**src/design/tpg_pkg.sv**
```systemverilog
// ----------------------------------------------------------------------------
// tpg_pkg
// Shared types, constants and helpers of the tone PWM generator.
// ----------------------------------------------------------------------------
package tpg_pkg;

  localparam int unsigned FREQ_W   = 16;
  localparam int unsigned VOL_W    = 7;
  localparam int unsigned PERIOD_W = 16;
  localparam int unsigned PCNT_W   = 8;
  localparam int unsigned QUO_W    = 25;                 // holds 17000000
  localparam int unsigned DVS_W    = 16;
  localparam int unsigned PROD_W   = PERIOD_W + VOL_W;
  localparam int unsigned CNT_W    = $clog2(QUO_W);

  localparam logic [QUO_W-1:0]    TONE_CLOCK   = QUO_W'(17000000);
  localparam logic [QUO_W-1:0]    THRESH_256   = QUO_W'(4000000);
  localparam logic [QUO_W-1:0]    THRESH_64    = QUO_W'(500000);
  localparam logic [QUO_W-1:0]    THRESH_8     = QUO_W'(62500);
  localparam logic [PERIOD_W-1:0] PERIOD_RESET = PERIOD_W'(999);
  localparam logic [PERIOD_W-1:0] DUTY_RESET   = PERIOD_W'(499);
  localparam logic [VOL_W-1:0]    PERCENT_FULL = VOL_W'(100);

  typedef enum logic [1:0] {
    OP_TICK   = 2'd0,
    OP_PLAY   = 2'd1,
    OP_STOP   = 2'd2,
    OP_VOLUME = 2'd3
  } op_e;

  typedef enum logic [1:0] {
    PS_DIV1   = 2'd0,
    PS_DIV8   = 2'd1,
    PS_DIV64  = 2'd2,
    PS_DIV256 = 2'd3
  } prescale_e;

  typedef struct packed {
    logic             start;
    logic [QUO_W-1:0] dividend;
    logic [DVS_W-1:0] divisor;
  } div_req_t;

  typedef struct packed {
    logic             done;
    logic [QUO_W-1:0] quotient;
  } div_rsp_t;

  function automatic logic [PCNT_W-1:0] prescale_limit(input logic [1:0] sel);
    logic [PCNT_W-1:0] lim;
    unique case (prescale_e'(sel))
      PS_DIV1:   lim = PCNT_W'(0);
      PS_DIV8:   lim = PCNT_W'(7);
      PS_DIV64:  lim = PCNT_W'(63);
      PS_DIV256: lim = PCNT_W'(255);
      default:   lim = PCNT_W'(255);
    endcase
    return lim;
  endfunction

endpackage

```
**src/design/tpg_if.sv**
```systemverilog
// ----------------------------------------------------------------------------
// tpg_if
// Valid/ready channels for command requests and per-request results.
// ----------------------------------------------------------------------------
interface tpg_in_if import tpg_pkg::*; ();
  logic                valid;
  logic                ready;
  logic [1:0]          opcode;
  logic [FREQ_W-1:0]   freq;
  logic [VOL_W-1:0]    volume;

  modport source (output valid, output opcode, output freq, output volume, input ready);
  modport sink   (input valid, input opcode, input freq, input volume, output ready);
endinterface

interface tpg_out_if import tpg_pkg::*; ();
  logic                valid;
  logic                ready;
  logic                pin_level;
  logic                error;
  logic [PERIOD_W-1:0] period_value;
  logic [1:0]          prescale_code;

  modport source (output valid, output pin_level, output error, output period_value,
                  output prescale_code, input ready);
  modport sink   (input valid, input pin_level, input error, input period_value,
                  input prescale_code, output ready);
endinterface

```
**src/design/tone_pwm_generator.sv**
```systemverilog
// ----------------------------------------------------------------------------
// tone_pwm_generator
// Tone timer with prescaler and PWM pin, driven by tick/play/stop/volume requests.
// ----------------------------------------------------------------------------
//  channel | dir | payload                                        | handshake
//  req_i   | in  | opcode, freq, volume                           | valid/ready
//  rsp_o   | out | pin_level, error, period_value, prescale_code  | valid/ready
//
//  tick, stop and zero-frequency play: result registered and valid in the cycle after accept.
//  play: states ST_DIV then ST_DONE, using the 25-step shared divider (17000000 / freq).
//  volume: period times volume is registered, then ST_MUL starts the same divider (by 100).
//  req_i.ready is low outside ST_IDLE (multiply, divide, done) and while an unread result blocks.
//  reset: period 999, duty 499, timer stopped, no pending result.
// ----------------------------------------------------------------------------
module tone_pwm_generator import tpg_pkg::*; (
  input  logic     clk_i,
  input  logic     rst_ni,
  tpg_in_if.sink   req_i,
  tpg_out_if.source rsp_o
);

  typedef enum logic [3:0] {
    ST_IDLE = 4'b0001,
    ST_MUL  = 4'b0010,
    ST_DIV  = 4'b0100,
    ST_DONE = 4'b1000
  } state_e;

  state_e              state_q, state_d;
  logic                is_play_q, is_play_d;
  logic [PROD_W-1:0]   prod_q, prod_d;
  logic [PERIOD_W-1:0] period_q, period_d;
  logic [1:0]          sel_q, sel_d;
  logic                running_q, running_d;
  logic [PERIOD_W-1:0] shadow_q, shadow_d;
  logic [PERIOD_W-1:0] active_q, active_d;
  logic [PERIOD_W-1:0] tone_q, tone_d;
  logic [PCNT_W-1:0]   pcnt_q, pcnt_d;

  logic                out_valid_q, out_valid_d;
  logic                out_pin_q, out_err_q;
  logic [PERIOD_W-1:0] out_period_q;
  logic [1:0]          out_sel_q;

  logic                out_free;
  logic                accept;
  logic                load_out;
  logic                err_d;
  logic [VOL_W-1:0]    vol_clamp;
  logic [QUO_W-1:0]    q_scaled;
  logic [1:0]          q_sel;
  logic [QUO_W-1:0]    q_minus;

  div_req_t            div_req;
  div_rsp_t            div_rsp;

  assign out_free    = !out_valid_q || rsp_o.ready;
  assign req_i.ready = (state_q == ST_IDLE) && out_free;
  assign accept      = req_i.valid && req_i.ready;
  assign vol_clamp   = (req_i.volume > PERCENT_FULL) ? PERCENT_FULL : req_i.volume;

  tpg_div u_div (
    .clk_i  (clk_i),
    .rst_ni (rst_ni),
    .req_i  (div_req),
    .rsp_o  (div_rsp)
  );

  always_comb begin
    div_req.start    = (accept && op_e'(req_i.opcode) == OP_PLAY && req_i.freq != '0)
                       || (state_q == ST_MUL);
    div_req.dividend = (state_q == ST_MUL) ? QUO_W'(prod_q) : TONE_CLOCK;
    div_req.divisor  = (state_q == ST_MUL) ? DVS_W'(PERCENT_FULL) : DVS_W'(req_i.freq);
  end

  // prescaler pick and period scaling for the play quotient
  always_comb begin
    priority if (div_rsp.quotient > THRESH_256) begin
      q_sel    = PS_DIV256;
      q_scaled = div_rsp.quotient >> 8;
    end else if (div_rsp.quotient > THRESH_64) begin
      q_sel    = PS_DIV64;
      q_scaled = div_rsp.quotient >> 6;
    end else if (div_rsp.quotient > THRESH_8) begin
      q_sel    = PS_DIV8;
      q_scaled = div_rsp.quotient >> 3;
    end else begin
      q_sel    = PS_DIV1;
      q_scaled = div_rsp.quotient;
    end
    q_minus = (q_scaled == '0) ? '0 : q_scaled - QUO_W'(1);
  end

  always_comb begin
    state_d   = state_q;
    is_play_d = is_play_q;
    prod_d    = prod_q;
    period_d  = period_q;
    sel_d     = sel_q;
    running_d = running_q;
    shadow_d  = shadow_q;
    active_d  = active_q;
    tone_d    = tone_q;
    pcnt_d    = pcnt_q;
    load_out  = 1'b0;
    err_d     = 1'b0;

    unique case (state_q)
      ST_IDLE: begin
        if (accept) begin
          unique case (op_e'(req_i.opcode))
            OP_TICK: begin
              load_out = 1'b1;
              if (running_q) begin
                if (pcnt_q >= prescale_limit(sel_q)) begin
                  pcnt_d = '0;
                  if (tone_q >= period_q) begin
                    tone_d   = '0;
                    active_d = shadow_q;
                  end else begin
                    tone_d = tone_q + PERIOD_W'(1);
                  end
                end else begin
                  pcnt_d = pcnt_q + PCNT_W'(1);
                end
              end
            end
            OP_PLAY: begin
              if (req_i.freq == '0) begin
                load_out = 1'b1;
                err_d    = 1'b1;
              end else begin
                is_play_d = 1'b1;
                state_d   = ST_DIV;
              end
            end
            OP_STOP: begin
              load_out  = 1'b1;
              running_d = 1'b0;
            end
            OP_VOLUME: begin
              prod_d    = PROD_W'(period_q) * PROD_W'(vol_clamp);
              is_play_d = 1'b0;
              state_d   = ST_MUL;
            end
            default: ;
          endcase
        end
      end
      ST_MUL: state_d = ST_DIV;
      ST_DIV: begin
        if (div_rsp.done) state_d = ST_DONE;
      end
      ST_DONE: begin
        if (out_free) begin
          load_out = 1'b1;
          state_d  = ST_IDLE;
          if (is_play_q) begin
            period_d  = (q_minus > QUO_W'({PERIOD_W{1'b1}})) ? '1 : q_minus[PERIOD_W-1:0];
            sel_d     = q_sel;
            running_d = 1'b1;
          end else begin
            shadow_d = div_rsp.quotient[PERIOD_W-1:0];
          end
        end
      end
      default: state_d = ST_IDLE;
    endcase

    out_valid_d = load_out ? 1'b1 : (rsp_o.ready ? 1'b0 : out_valid_q);
  end

  always_ff @(posedge clk_i or negedge rst_ni) begin
    if (!rst_ni) begin
      state_q     <= ST_IDLE;
      is_play_q   <= 1'b0;
      period_q    <= PERIOD_RESET;
      sel_q       <= PS_DIV1;
      running_q   <= 1'b0;
      shadow_q    <= DUTY_RESET;
      active_q    <= DUTY_RESET;
      tone_q      <= '0;
      pcnt_q      <= '0;
      out_valid_q <= 1'b0;
    end else begin
      state_q     <= state_d;
      is_play_q   <= is_play_d;
      period_q    <= period_d;
      sel_q       <= sel_d;
      running_q   <= running_d;
      shadow_q    <= shadow_d;
      active_q    <= active_d;
      tone_q      <= tone_d;
      pcnt_q      <= pcnt_d;
      out_valid_q <= out_valid_d;
    end
  end

  always_ff @(posedge clk_i) begin
    prod_q <= prod_d;
    if (load_out) begin
      out_pin_q    <= running_d && (tone_d < active_d);
      out_err_q    <= err_d;
      out_period_q <= period_d;
      out_sel_q    <= sel_d;
    end
  end

  assign rsp_o.valid         = out_valid_q;
  assign rsp_o.pin_level     = out_pin_q;
  assign rsp_o.error         = out_err_q;
  assign rsp_o.period_value  = out_period_q;
  assign rsp_o.prescale_code = out_sel_q;

`ifndef ASSERT_OFF
  a_done_in_div: assert property (@(posedge clk_i) disable iff (!rst_ni)
    div_rsp.done |-> state_q == ST_DIV)
    else $error("divider finished outside the divide state");

  a_play_starts_div: assert property (@(posedge clk_i) disable iff (!rst_ni)
    (accept && req_i.opcode == OP_PLAY && req_i.freq != '0) |=> state_q == ST_DIV)
    else $error("play request did not start the divider");

  a_pin_needs_run: assert property (@(posedge clk_i) disable iff (!rst_ni)
    (rsp_o.valid && rsp_o.pin_level) |-> running_q)
    else $error("pin high in a result while the timer is stopped");

  a_busy_blocks: assert property (@(posedge clk_i) disable iff (!rst_ni)
    (state_q == ST_MUL || state_q == ST_DIV) |-> !req_i.ready)
    else $error("request taken while a division is in flight");
`endif

endmodule

```
**src/design/tpg_div.sv**
```systemverilog
// ----------------------------------------------------------------------------
// tpg_div
// Shared restoring divider, one quotient bit per cycle.
// ----------------------------------------------------------------------------
module tpg_div import tpg_pkg::*; (
  input  logic     clk_i,
  input  logic     rst_ni,
  input  div_req_t req_i,
  output div_rsp_t rsp_o
);

  logic             busy_q, busy_d;
  logic             done_q, done_d;
  logic [CNT_W-1:0] cnt_q, cnt_d;
  logic [DVS_W-1:0] rem_q, rem_d;
  logic [DVS_W-1:0] dvs_q, dvs_d;
  logic [QUO_W-1:0] quo_q, quo_d;

  logic [DVS_W:0]   trial;
  logic [DVS_W:0]   diff;
  logic             ge;

  assign trial = {rem_q, quo_q[QUO_W-1]};
  assign ge    = trial >= {1'b0, dvs_q};
  assign diff  = trial - {1'b0, dvs_q};

  always_comb begin
    busy_d = busy_q;
    done_d = 1'b0;
    cnt_d  = cnt_q;
    rem_d  = rem_q;
    dvs_d  = dvs_q;
    quo_d  = quo_q;
    if (req_i.start) begin
      busy_d = 1'b1;
      cnt_d  = CNT_W'(QUO_W - 1);
      rem_d  = '0;
      dvs_d  = req_i.divisor;
      quo_d  = req_i.dividend;
    end else if (busy_q) begin
      // remainder stays below the divisor, so the top bit drops
      rem_d = ge ? diff[DVS_W-1:0] : trial[DVS_W-1:0];
      quo_d = {quo_q[QUO_W-2:0], ge};
      cnt_d = cnt_q - CNT_W'(1);
      if (cnt_q == '0) begin
        busy_d = 1'b0;
        done_d = 1'b1;
      end
    end
  end

  always_ff @(posedge clk_i or negedge rst_ni) begin
    if (!rst_ni) begin
      busy_q <= 1'b0;
      done_q <= 1'b0;
      cnt_q  <= '0;
    end else begin
      busy_q <= busy_d;
      done_q <= done_d;
      cnt_q  <= cnt_d;
    end
  end

  always_ff @(posedge clk_i) begin
    rem_q <= rem_d;
    dvs_q <= dvs_d;
    quo_q <= quo_d;
  end

  assign rsp_o.done     = done_q;
  assign rsp_o.quotient = quo_q;

endmodule
```
**src/flat_wrapper.sv**
```systemverilog
// flat-port wrapper written by rule: the top's interface ports become plain ports
module tone_pwm_generator_flat import tpg_pkg::*;
  (clk_i, rst_ni, req_i_valid, req_i_opcode, req_i_freq, req_i_volume, req_i_ready, rsp_o_valid, rsp_o_pin_level, rsp_o_error, rsp_o_period_value, rsp_o_prescale_code, rsp_o_ready);
  tpg_in_if req_i_i ();
  tpg_out_if rsp_o_i ();
  input  logic clk_i;
  input  logic rst_ni;
  input wire logic [$bits(req_i_i.valid)-1:0] req_i_valid;
  input wire logic [$bits(req_i_i.opcode)-1:0] req_i_opcode;
  input wire logic [$bits(req_i_i.freq)-1:0] req_i_freq;
  input wire logic [$bits(req_i_i.volume)-1:0] req_i_volume;
  output wire logic [$bits(req_i_i.ready)-1:0] req_i_ready;
  output wire logic [$bits(rsp_o_i.valid)-1:0] rsp_o_valid;
  output wire logic [$bits(rsp_o_i.pin_level)-1:0] rsp_o_pin_level;
  output wire logic [$bits(rsp_o_i.error)-1:0] rsp_o_error;
  output wire logic [$bits(rsp_o_i.period_value)-1:0] rsp_o_period_value;
  output wire logic [$bits(rsp_o_i.prescale_code)-1:0] rsp_o_prescale_code;
  input wire logic [$bits(rsp_o_i.ready)-1:0] rsp_o_ready;
  assign req_i_i.valid = req_i_valid;
  assign req_i_i.opcode = req_i_opcode;
  assign req_i_i.freq = req_i_freq;
  assign req_i_i.volume = req_i_volume;
  assign req_i_ready = req_i_i.ready;
  assign rsp_o_valid = rsp_o_i.valid;
  assign rsp_o_pin_level = rsp_o_i.pin_level;
  assign rsp_o_error = rsp_o_i.error;
  assign rsp_o_period_value = rsp_o_i.period_value;
  assign rsp_o_prescale_code = rsp_o_i.prescale_code;
  assign rsp_o_i.ready = rsp_o_ready;
  tone_pwm_generator u_core (.clk_i(clk_i), .rst_ni(rst_ni), .req_i(req_i_i), .rsp_o(rsp_o_i));
endmodule
```
**config.mk**
```make
export PLATFORM = sky130hd
export DESIGN_NAME = tone_pwm_generator_flat
export DESIGN_NICKNAME = d
export VERILOG_FILES = /design/src/design/tpg_pkg.sv /design/src/design/tpg_if.sv /design/src/design/tone_pwm_generator.sv /design/src/design/tpg_div.sv /design/src/flat_wrapper.sv
export SDC_FILE = /design/constraint.sdc
export NUM_CORES = 1
export LEC_CHECK = 0
export ABC_AREA = 1
export BUFFER_PORTS_ARGS = -buffer_cell sky130_fd_sc_hd__clkbuf_2
export CORE_UTILIZATION = 40
export DETAILED_ROUTE_END_ITERATION = 8
export PLACE_DENSITY_LB_ADDON = 0.15
export SYNTH_ARGS = -nofsm -noshare
export SYNTH_HDL_FRONTEND = slang
export SYNTH_SLANG_ARGS = --single-unit
```
**constraint.sdc**
```tcl
create_clock -name clk_i -period 5.65 [get_ports clk_i]
set_input_delay 1.4125 -clock clk_i [delete_from_list [all_inputs] [get_ports clk_i]]
set_output_delay 1.4125 -clock clk_i [all_outputs]
set_load 0.01 [all_outputs]
```
# Word level (Yosys, flattened, before mapping)
# Cells that the tools add are included.
word_totals:
  register_bits: 188
  in_bits: 29
  output_inout_bits: 22
  word_cells: 142
op_classes:
  n_addsub: 5
  n_mul: 1
  n_lt_le_gt_ge: 9
  eq_ne: 16
  mux: 65
  bitwise_logic: 1
  reduce_logical: 24
ops:
  columns: ["op", "n"]
  rows:
  - ["two-way mux 16 bit", 17]
  - ["two-way mux 25 bit", 7]
  - ["greater-than comparator 25 x 16 -> 1 bit, second input constant", 2]
  - ["two-way mux 8 bit", 5]
  - ["one-hot mux 8 bit (4 select lines)", 1]
  - ["greater-than comparator 25 x 19 -> 1 bit, second input constant", 1]
  - ["greater-than comparator 25 x 22 -> 1 bit, second input constant", 1]
  - ["zero test 25 bit", 1]
  - ["subtractor 25 x 1 -> 25 bit, second input constant", 1]
  - ["multiplier 16 x 7 -> 23 bit", 1]
  - ["greater-or-equal comparator 17 x 16 -> 1 bit", 1]
  - ["two-way mux 1 bit", 17]
  - ["adder 16 x 1 -> 16 bit, second input constant", 1]
  - ["greater-or-equal comparator 16 bit", 1]
  - ["zero test 16 bit", 1]
  - ["less-than comparator 16 bit", 1]
  - ["two-way mux 4 bit", 4]
  - ["one-hot mux 4 bit (4 select lines)", 1]
  - ["nonzero test 16 bit", 1]
  - ["subtractor 16 bit", 1]
  - ["two-way mux 2 bit", 5]
  - ["two-way mux 5 bit", 2]
  - ["AND reduction 3 bit", 3]
  - ["adder 8 x 1 -> 8 bit, second input constant", 1]
  - ["other kinds (25)", 44]

# Logic depth before layout (Yosys ltp)
# Gate-level depths: netlist of the first run.
logic_depth:
  depth_word: 14
  depth_mapped: 31
  depth_no_buf: 30

# Hierarchy
# Synthesis of the first run repeated with hierarchy kept, for this count alone.
hier_totals:
  hier_cells: 1978
  hier_area_um2: 15029.4
modules_own_cells:
  columns: ["module", "n_inst", "cells_each", "area_per_inst_um2", "seq_area_each_um2"]
  rows:
  - ["tone_pwm_generator", 1, 1496, 11208.2, 3347.0]
  - ["tpg_div", 1, 482, 3821.2, 1726.7]

# Least setup slack after synthesis of the first run
# No wires, ideal clock.
synth_path:
  path_kind: "input -> register"
  startpoint: "input req_i_volume[5]"
  endpoint: "register u_core.prod_q[20] (data pin)"
  setup_time_ps: 260
  arrival_ps: 5965
  t_required_ps: 5390
  path_slack_ps: -575
  path_stages: 30
  n_path_buf: 2
  cell_sequence: "clkbuf_1 and3_1 inv_1 nand2_1 inv_1 clkbuf_1 nand2_1 fa_1 inv_1 ha_1 inv_1 fa_1 fa_1 inv_1 ha_1 a21oi_1 nand2_1 a21oi_1 o21bai_1 nand2_1 nand2_1 a21oi_1 o21bai_1 nand2_1 nand2_1 nand2_1 nand2_1 nand2_1 nand2_1 xor2_1"
synth_via:
  elab_chain_cells: 3
synth_lines:
  columns: ["item", "line_no", "source"]
  rows:
  - ["from (decl)", "flat_wrapper.sv:11", "input wire logic [$bits(req_i_i.volume)-1:0] req_i_volume;"]
  - ["greater-than comparator 7 bit", "tone_pwm_generator.sv:60", "assign vol_clamp = (req_i.volume > PERCENT_FULL) ? PERCENT_FULL : req_i.volume;"]
  - ["two-way mux 7 bit (*)", "tone_pwm_generator.sv:60", null]
  - ["multiplier 16 x 7 -> 23 bit (*)", "tone_pwm_generator.sv:142", "prod_d = PROD_W'(period_q) * PROD_W'(vol_clamp);"]
  - ["to (signal assigned)", "tone_pwm_generator.sv:200", "prod_q <= prod_d;"]
  - ["to (decl)", "tone_pwm_generator.sv:31", "logic [PROD_W-1:0] prod_q, prod_d;"]
# Mark *: on every way between the ends. The rest lies on a longest branch, timed or not.
# A chain may end at the register's enable or synchronous reset.

# Worst setup path in the final report of the first run
layout_path:
  startpoint: "input req_i_volume[0]"
  endpoint: "register u_core.prod_q[21] (data pin)"
# Same word-level chain as after synthesis.

==> impl_metrics.json, run 1 <==
{
  "wl_per_cell_um": 16.10,
  "firstDrtPassIters": 8,
  "place_inst": 2338,
  "worst_pin_slew_ps": 1176,
  "hpwl_um": 29250,
  "hold_class": "reg -> reg",
  "min_from": "u_core.u_div.rem_q[2]",
  "io_pins": 51,
  "cts_tree": "done",
  "finalPower_w": 0.005896,
  "peakVddDrop_mv": 0.2417,
  "grt_pass1_vias": 11570,
  "status": "complete, but fails checks",
  "cts_sinks": 188,
  "endpoint_kind": "flop",
  "syn_area_um2": 14580,
  "core_area_um2": 35740,
  "worstSetupPathType": "in -> reg",
  "relSlewSlack": 0.2153,
  "rsz0062_at_grt": "yes",
  "grt_pass1_wl_um": 62130,
  "worstPathArrival_ps": 5670,
  "initial_core_util": 0.4078,
  "synth_nets": 2022,
  "syn2layout_area_growth_pct": 12.45,
  "critPathLaunchType": "primary input",
  "hold_violations": 0,
  "powerDensity_nw_per_um2": 359.7,
  "clk_pin_slew_ps": 70,
  "dr.first_iter.drc_count": 914,
  "synth-async-reset-ratio": 0.4681,
  "violations": "design-rule violations",
  "setup_viol": 0,
  "synthCells": 1822,
  "final_cell_area_um2": 16390,
  "reg2regPathDepth": 19,
  "ys_ff_latch": 188,
  "period_minus_slack_ps": 5467,
  "post_dp_cell_area_um2": 15700,
  "htreeDepth": 4,
  "fmax_mhz": 182.9,
  "clockRootBuffer": "clkbuf_16",
  "portBuffers": 50,
  "yosys.area.top_type": "edfxtp_1",
  "finalNonFillerCells": 2373,
  "r2r_slack_ps": 1000,
  "synth.avg_cell_area_um2": 8.000,
  "crit_path_max_fanout": 4,
  "ys_seq_area_frac": 0.3481,
  "period_share": 0.9676,
  "grt_use_total": 0.2177,
  "drc": 8,
  "ys_top_cells_by_area": "edfxtp_1 17%, nand2_1 11%, dfrtp_1 11%",
  "synth_edf_count": 84,
  "nNetsFinal": 2099,
  "cp-startpoint": "req_i_volume[0]",
  "fin_skew_ps": 16.39,
  "vias": 11860,
  "max_cap_viol_count": 0,
  "cts_buffer_depth": 2,
  "rows": 69,
  "die_h_um": 192.9,
  "clk_latency_ps": 450,
  "grt_start_max_net_pins": 53,
  "synth.distinct_cells": 54,
  "cts_inserted_buffers": 17,
  "yosysWarnings": 0,
  "p_leak_nw": 8.208,
  "synth_top_area_share": 0.1730,
  "layout-drive-gt1-share": 0.1637,
  "fp.dieArea_um2": 37210,
  "hold_depth": 2,
  "synthFlopType": "edfxtp_1",
  "die_w_um": 192.9,
  "insertedDiodeCount": 0,
  "drt_wl_total_um": 38200,
  "gp_routability_congestion": 0.8852,
  "ant_nets": 0,
  "antenna_found_initial": 0,
  "required_ps": 5850,
  "grt_remaining_overflow": 0,
  "r2r_end": "u_core.prod_q[21]",
  "whs_endpoint": "u_core.u_div.rem_q[2]",
  "r2r_start": "u_core.period_q[5]",
  "slew_viol_final": 0,
  "vias_per_cell": 4.997
}
## sequential cells by signal (all words and copies together) (netlist names), 2 cells and up
name / count
u_core.pcnt_q: 8
u_core.period_q: 16
u_core.active_q: 16
u_core.prod_q: 23
u_core.u_div.dvs_q: 16
u_core.shadow_q: 16
u_core.u_div.cnt_q: 5
u_core.rsp_o.prescale_code: 2
u_core.tone_q: 16
u_core.state_q: 4
u_core.rsp_o.period_value: 16
u_core.sel_q: 2
u_core.u_div.quo_q: 25
u_core.u_div.rem_q: 16
## worst max-delay path, stage by stage
cell	delay [ps]
buf_6	80
nor2_4	20
o21ai_1	100
and3_4	250
nor2_4	60
buf_6	110
inv_4	50
nor2_4	30
fa_1	520
inv_2	40
fa_1	480
fa_1	560
inv_2	40
fa_1	580
ha_4	220
buf_4	150
a21oi_2	110
o211ai_1	110
nand3_1	110
nand2_2	80
a21oi_4	160
o21ai_2	80
nand3_1	90
nand2_1	60
xor2_1	140
## cells by family (layout without fill, tap and decap cells)
group,after synthesis,count (layout),share of synthesized area
adder cells (fa/ha/maj),171,171,0.1828
AND/OR/NAND/NOR,866,866,0.2695
flip-flops,188,188,0.3481
buffers and inverters,347,437,0.09494
AO/OA/AOI/OAI,214,214,0.08301
XOR/XNOR,36,36,0.02163
## power breakdown
group          switching, W  internal, W
clock              0.000589     0.000594
combinational       0.00176     0.000887
sequential         0.000298      0.00177
## routing by layer
layer	track usage	share of wire	vias to the layer above
li1	-	-	5978
met4	0.07993	0.028	0
met3	0.02710	0.039	49
met5	0	0	-
met1	0.3028	0.48	5567
met2	0.3455	0.45	263
## cell type report
class	instances	area [um^2]
Fill cell	3631	19350
Multi-Input combinational cell	1287	8298
Sequential cell	188	5074
Inverter	289	1095
Timing Repair Buffer	116	780.7
Tap cell	461	576.8
Clock buffer	19	442.9
Clock inverter	13	123.9
## cell usage after synthesis, drive strengths merged (3+ instances only)
cell type,number
clkbuf,40
a211oi,3
nand3,114
fa,70
nor3b,6
or2,19
a21oi,86
dfxtp,16
dfstp,23
o21a,4
nand4,26
buf,18
nor2,213
inv,287
dfrtp,65
xor2,27
o211ai,12
edfxtp,84
xnor2,9
a221oi,3
nor3,20
ha,101
nor4,4
o21bai,5
o21ai,90
nand2,460
and3,3
## layout by cell type, fill, tap and decap left out, types with 19 or more instances in the layout
| cell type | n |
|---|---|
| nand3_1 | 103 |
| dfstp_2 | 23 |
| inv_1 | 270 |
| nor2_2 | 24 |
| nand4_1 | 25 |
| or2_2 | 19 |
| ha_1 | 98 |
| nand2_1 | 433 |
| buf_4 | 66 |
| fa_1 | 70 |
| o21ai_0 | 85 |
| nor2_4 | 21 |
| clkbuf_2 | 45 |
| xor2_1 | 27 |
| edfxtp_1 | 84 |
| a21oi_1 | 76 |
| nor2_1 | 168 |
| dfrtp_1 | 65 |
## worst max path at each step
stage,to,slack [ps]
6_report,u_core.prod_q[21],180
5_1_grt,u_core.prod_q[21],-20
4_1_cts,u_core.prod_q[22],110
3_5_place_dp,u_core.prod_q[22],-370
3_3_place_gp,u_core.prod_q[20],-330
2_1_floorplan,u_core.prod_q[20],-150
## through the flow
step,worst slack [ps],hold slack (ps),util,setup TNS (ps)
floorplan,-150.2,429.1,-,-387.6
global placement,-325.5,447.0,0.4393,-2242
detailed placement,-370.3,459.3,0.4393,-2704
CTS,113.0,471.5,0.4551,0
global route,-16.81,496.8,0.4586,-29.66
finish,183.0,471.5,0.4586,0
## repair_timing
item / CTS / global route
hold buffers: 0 / 0
setup endpoints to repair: 0 / 7
gates resized for setup: 0 / 31
setup buffers: 0 / 3
(Power assumes the default switching activity.)
==> run 2, diff against run 1 <==
Settings changed: RECOVER_POWER set to 25.
==> impl_metrics.json, run 2 (synthesis results as in run 1) <==
{
  "finalNonFillerCells": 2373,
  "io_pins": 51,
  "slew_viol_final": 88,
  "period_share": 0.9674,
  "worstSetupPathType": "in -> reg",
  "cts_sinks": 188,
  "final_cell_mix": "434 x nand2_1, 270 x inv_1, 169 x nor2_1, 103 x nand3_1, 98 x ha_1",
  "status": "complete, but fails checks",
  "reg_top3": "u_core.u_div.quo_q x25, u_core.prod_q x23",
  "dr.first_iter.drc_count": 914,
  "grt_remaining_overflow": 0,
  "clk_latency_ps": 450,
  "powerDensity_nw_per_um2": 360.1,
  "required_ps": 5850,
  "hold_class": "reg -> reg",
  "place_inst": 2338,
  "grt_pass1_vias": 11570,
  "hold_buffers": 0,
  "largest_reg_flops": 25,
  "cts_tree": "done",
  "critPathLaunchType": "primary input",
  "worstPathArrival_ps": 5670,
  "htreeDepth": 4,
  "die_w_um": 192.9,
  "grt_start_max_net_pins": 53,
  "die_h_um": 192.9,
  "peakVddDrop_mv": 0.2411,
  "grt_use_total": 0.2177,
  "crit_path_top_delay_cell": "fa_1",
  "fmax_mhz": 183.0,
  "wl_met1_um": 18420,
  "wl_met2_um": 17160,
  "insertedDiodeCount": 0,
  "cts_buffer_depth": 2,
  "worst_pin_slew_ps": 3147,
  "hold_slack_ps": 471.5,
  "drc": 8,
  "p_leak_nw": 8.198,
  "met3WireLength_um": 1550,
  "period_minus_slack_ps": 5466,
  "clockRootBuffer": "clkbuf_16",
  "setup_viol": 0,
  "syn2layout_area_growth_pct": 12.24,
  "crit_path_max_fanout": 4,
  "nNetsFinal": 2099,
  "layout_commonest_cell": "nand2_1",
  "max_cap_viol_count": 2,
  "rsz0062_at_grt": "yes",
  "clk_pin_slew_ps": 70,
  "endpoint_kind": "flop",
  "fin_tns_setup_ps": 0,
  "antenna_found_initial": 0,
  "violations": "design-rule violations, max-capacitance violations, max-slew violations",
  "post_dp_cell_area_um2": 15700,
  "hpwl_um": 29250,
  "wl_per_cell_um": 16.10,
  "cp_common_cell": "fa_1",
  "firstDrtPassIters": 8,
  "regMostFlops": "u_core.u_div.quo_q",
  "grt_pass1_wl_um": 62130,
  "finalPower_w": 0.005891,
  "relSlewSlack": -1.098,
  "rows": 69,
  "portBuffers": 50,
  "layout-drive-gt1-share": 0.1611,
  "hold_violations": 0,
  "vias_per_cell": 5.000,
  "initial_core_util": 0.4078,
  "fp.dieArea_um2": 37210,
  "drt_wl_total_um": 38200,
  "core_area_um2": 35740,
  "ant_nets": 0,
  "fin_skew_ps": 16.07,
  "final_cell_area_um2": 16360,
  "slowest_delay_ps": 580,
  "gp_routability_congestion": 0.8852,
  "vias": 11870,
  "top_layer": "met4",
  "cts_inserted_buffers": 17
}
[run 2: cell types whose count changed in the layout (fill, tap and decap cells not counted)]
cell,before,now
buf_4,66,63
clkbuf_1,1,3
clkbuf_2,45,46
nand2_1,433,434
nand2_4,9,8
nor2_1,168,169
nor2_4,21,20
nor3_1,17,18
nor3_2,3,2
[run 2: metal layers]
| metal | vias to the layer above | global-route usage |
|---|---|---|
| li1 | 5979 | - |
| met1 | 5563 | 0.3028 |
| met2 | 274 | 0.3455 |
| met3 | 49 | 0.02710 |
| met4 | 0 | 0.07993 |
| met5 | - | 0 |
[run 2: critical path: cells and delay by family]
| kind | cells | cell delay [ps] |
|---|---|---|
| AOI/OAI and AO/OA | 5 | 560 |
| and+or+nand+nor | 8 | 700 |
| xor gates and xnor gates | 1 | 140 |
| adders and majority gates | 5 | 2360 |
| buffers and inverters | 6 | 480 |
[run 2: report_power, final]
group | leakage (nW) | internal [W] | switching, W
registers | 2.02 | 0.00177 | 0.000296
logic | 5.90 | 0.000886 | 0.00176
clock network | 0.282 | 0.000594 | 0.000589
[run 2: stage by stage]
step	setup slack [ps]	util
after detailed placement	-370.3	0.4393
after floorplan	-150.2	-
after CTS	113.0	0.4551
after global routing	-16.81	0.4577
after global placement	-325.5	0.4393
final	184.2	0.4577
[run 2: worst paths after layout]
kind | endpoint | slack (ps) | cells past startpoint | startpoint
max | u_core.prod_q[21] | 180 | 25 | req_i_volume[0]
min in group asynchronous | u_core.period_q[3] | 1990 | 1 | rst_ni
max in group asynchronous | u_core.tone_q[14] | 1410 | 2 | rst_ni
max reg2reg | u_core.rsp_o.period_value[2] | 910 | 16 | u_core.u_div.quo_q[13]
min reg2reg | u_core.u_div.rem_q[2] | 470 | 2 | u_core.u_div.rem_q[2]
min | u_core.u_div.rem_q[2] | 470 | 2 | u_core.u_div.rem_q[2]
[run 2: cell type report]
| class | instances | area [um^2] |
|---|---|---|
| fill | 3636 | 19380 |
| multi-input combinational | 1287 | 8278 |
| sequential | 188 | 5074 |
| inverter | 289 | 1095 |
| timing repair buffer | 116 | 770.7 |
| tap | 461 | 576.8 |
| clock buffer | 19 | 442.9 |
| clock inverter | 13 | 123.9 |
[run 2: what timing repair did]
| item | 4_1_cts | 5_1_grt |
|---|---|---|
| setup buffers | 0 | 3 |
| endpoints found under the setup margin | 0 | 7 |
| resized for setup | 0 | 31 |
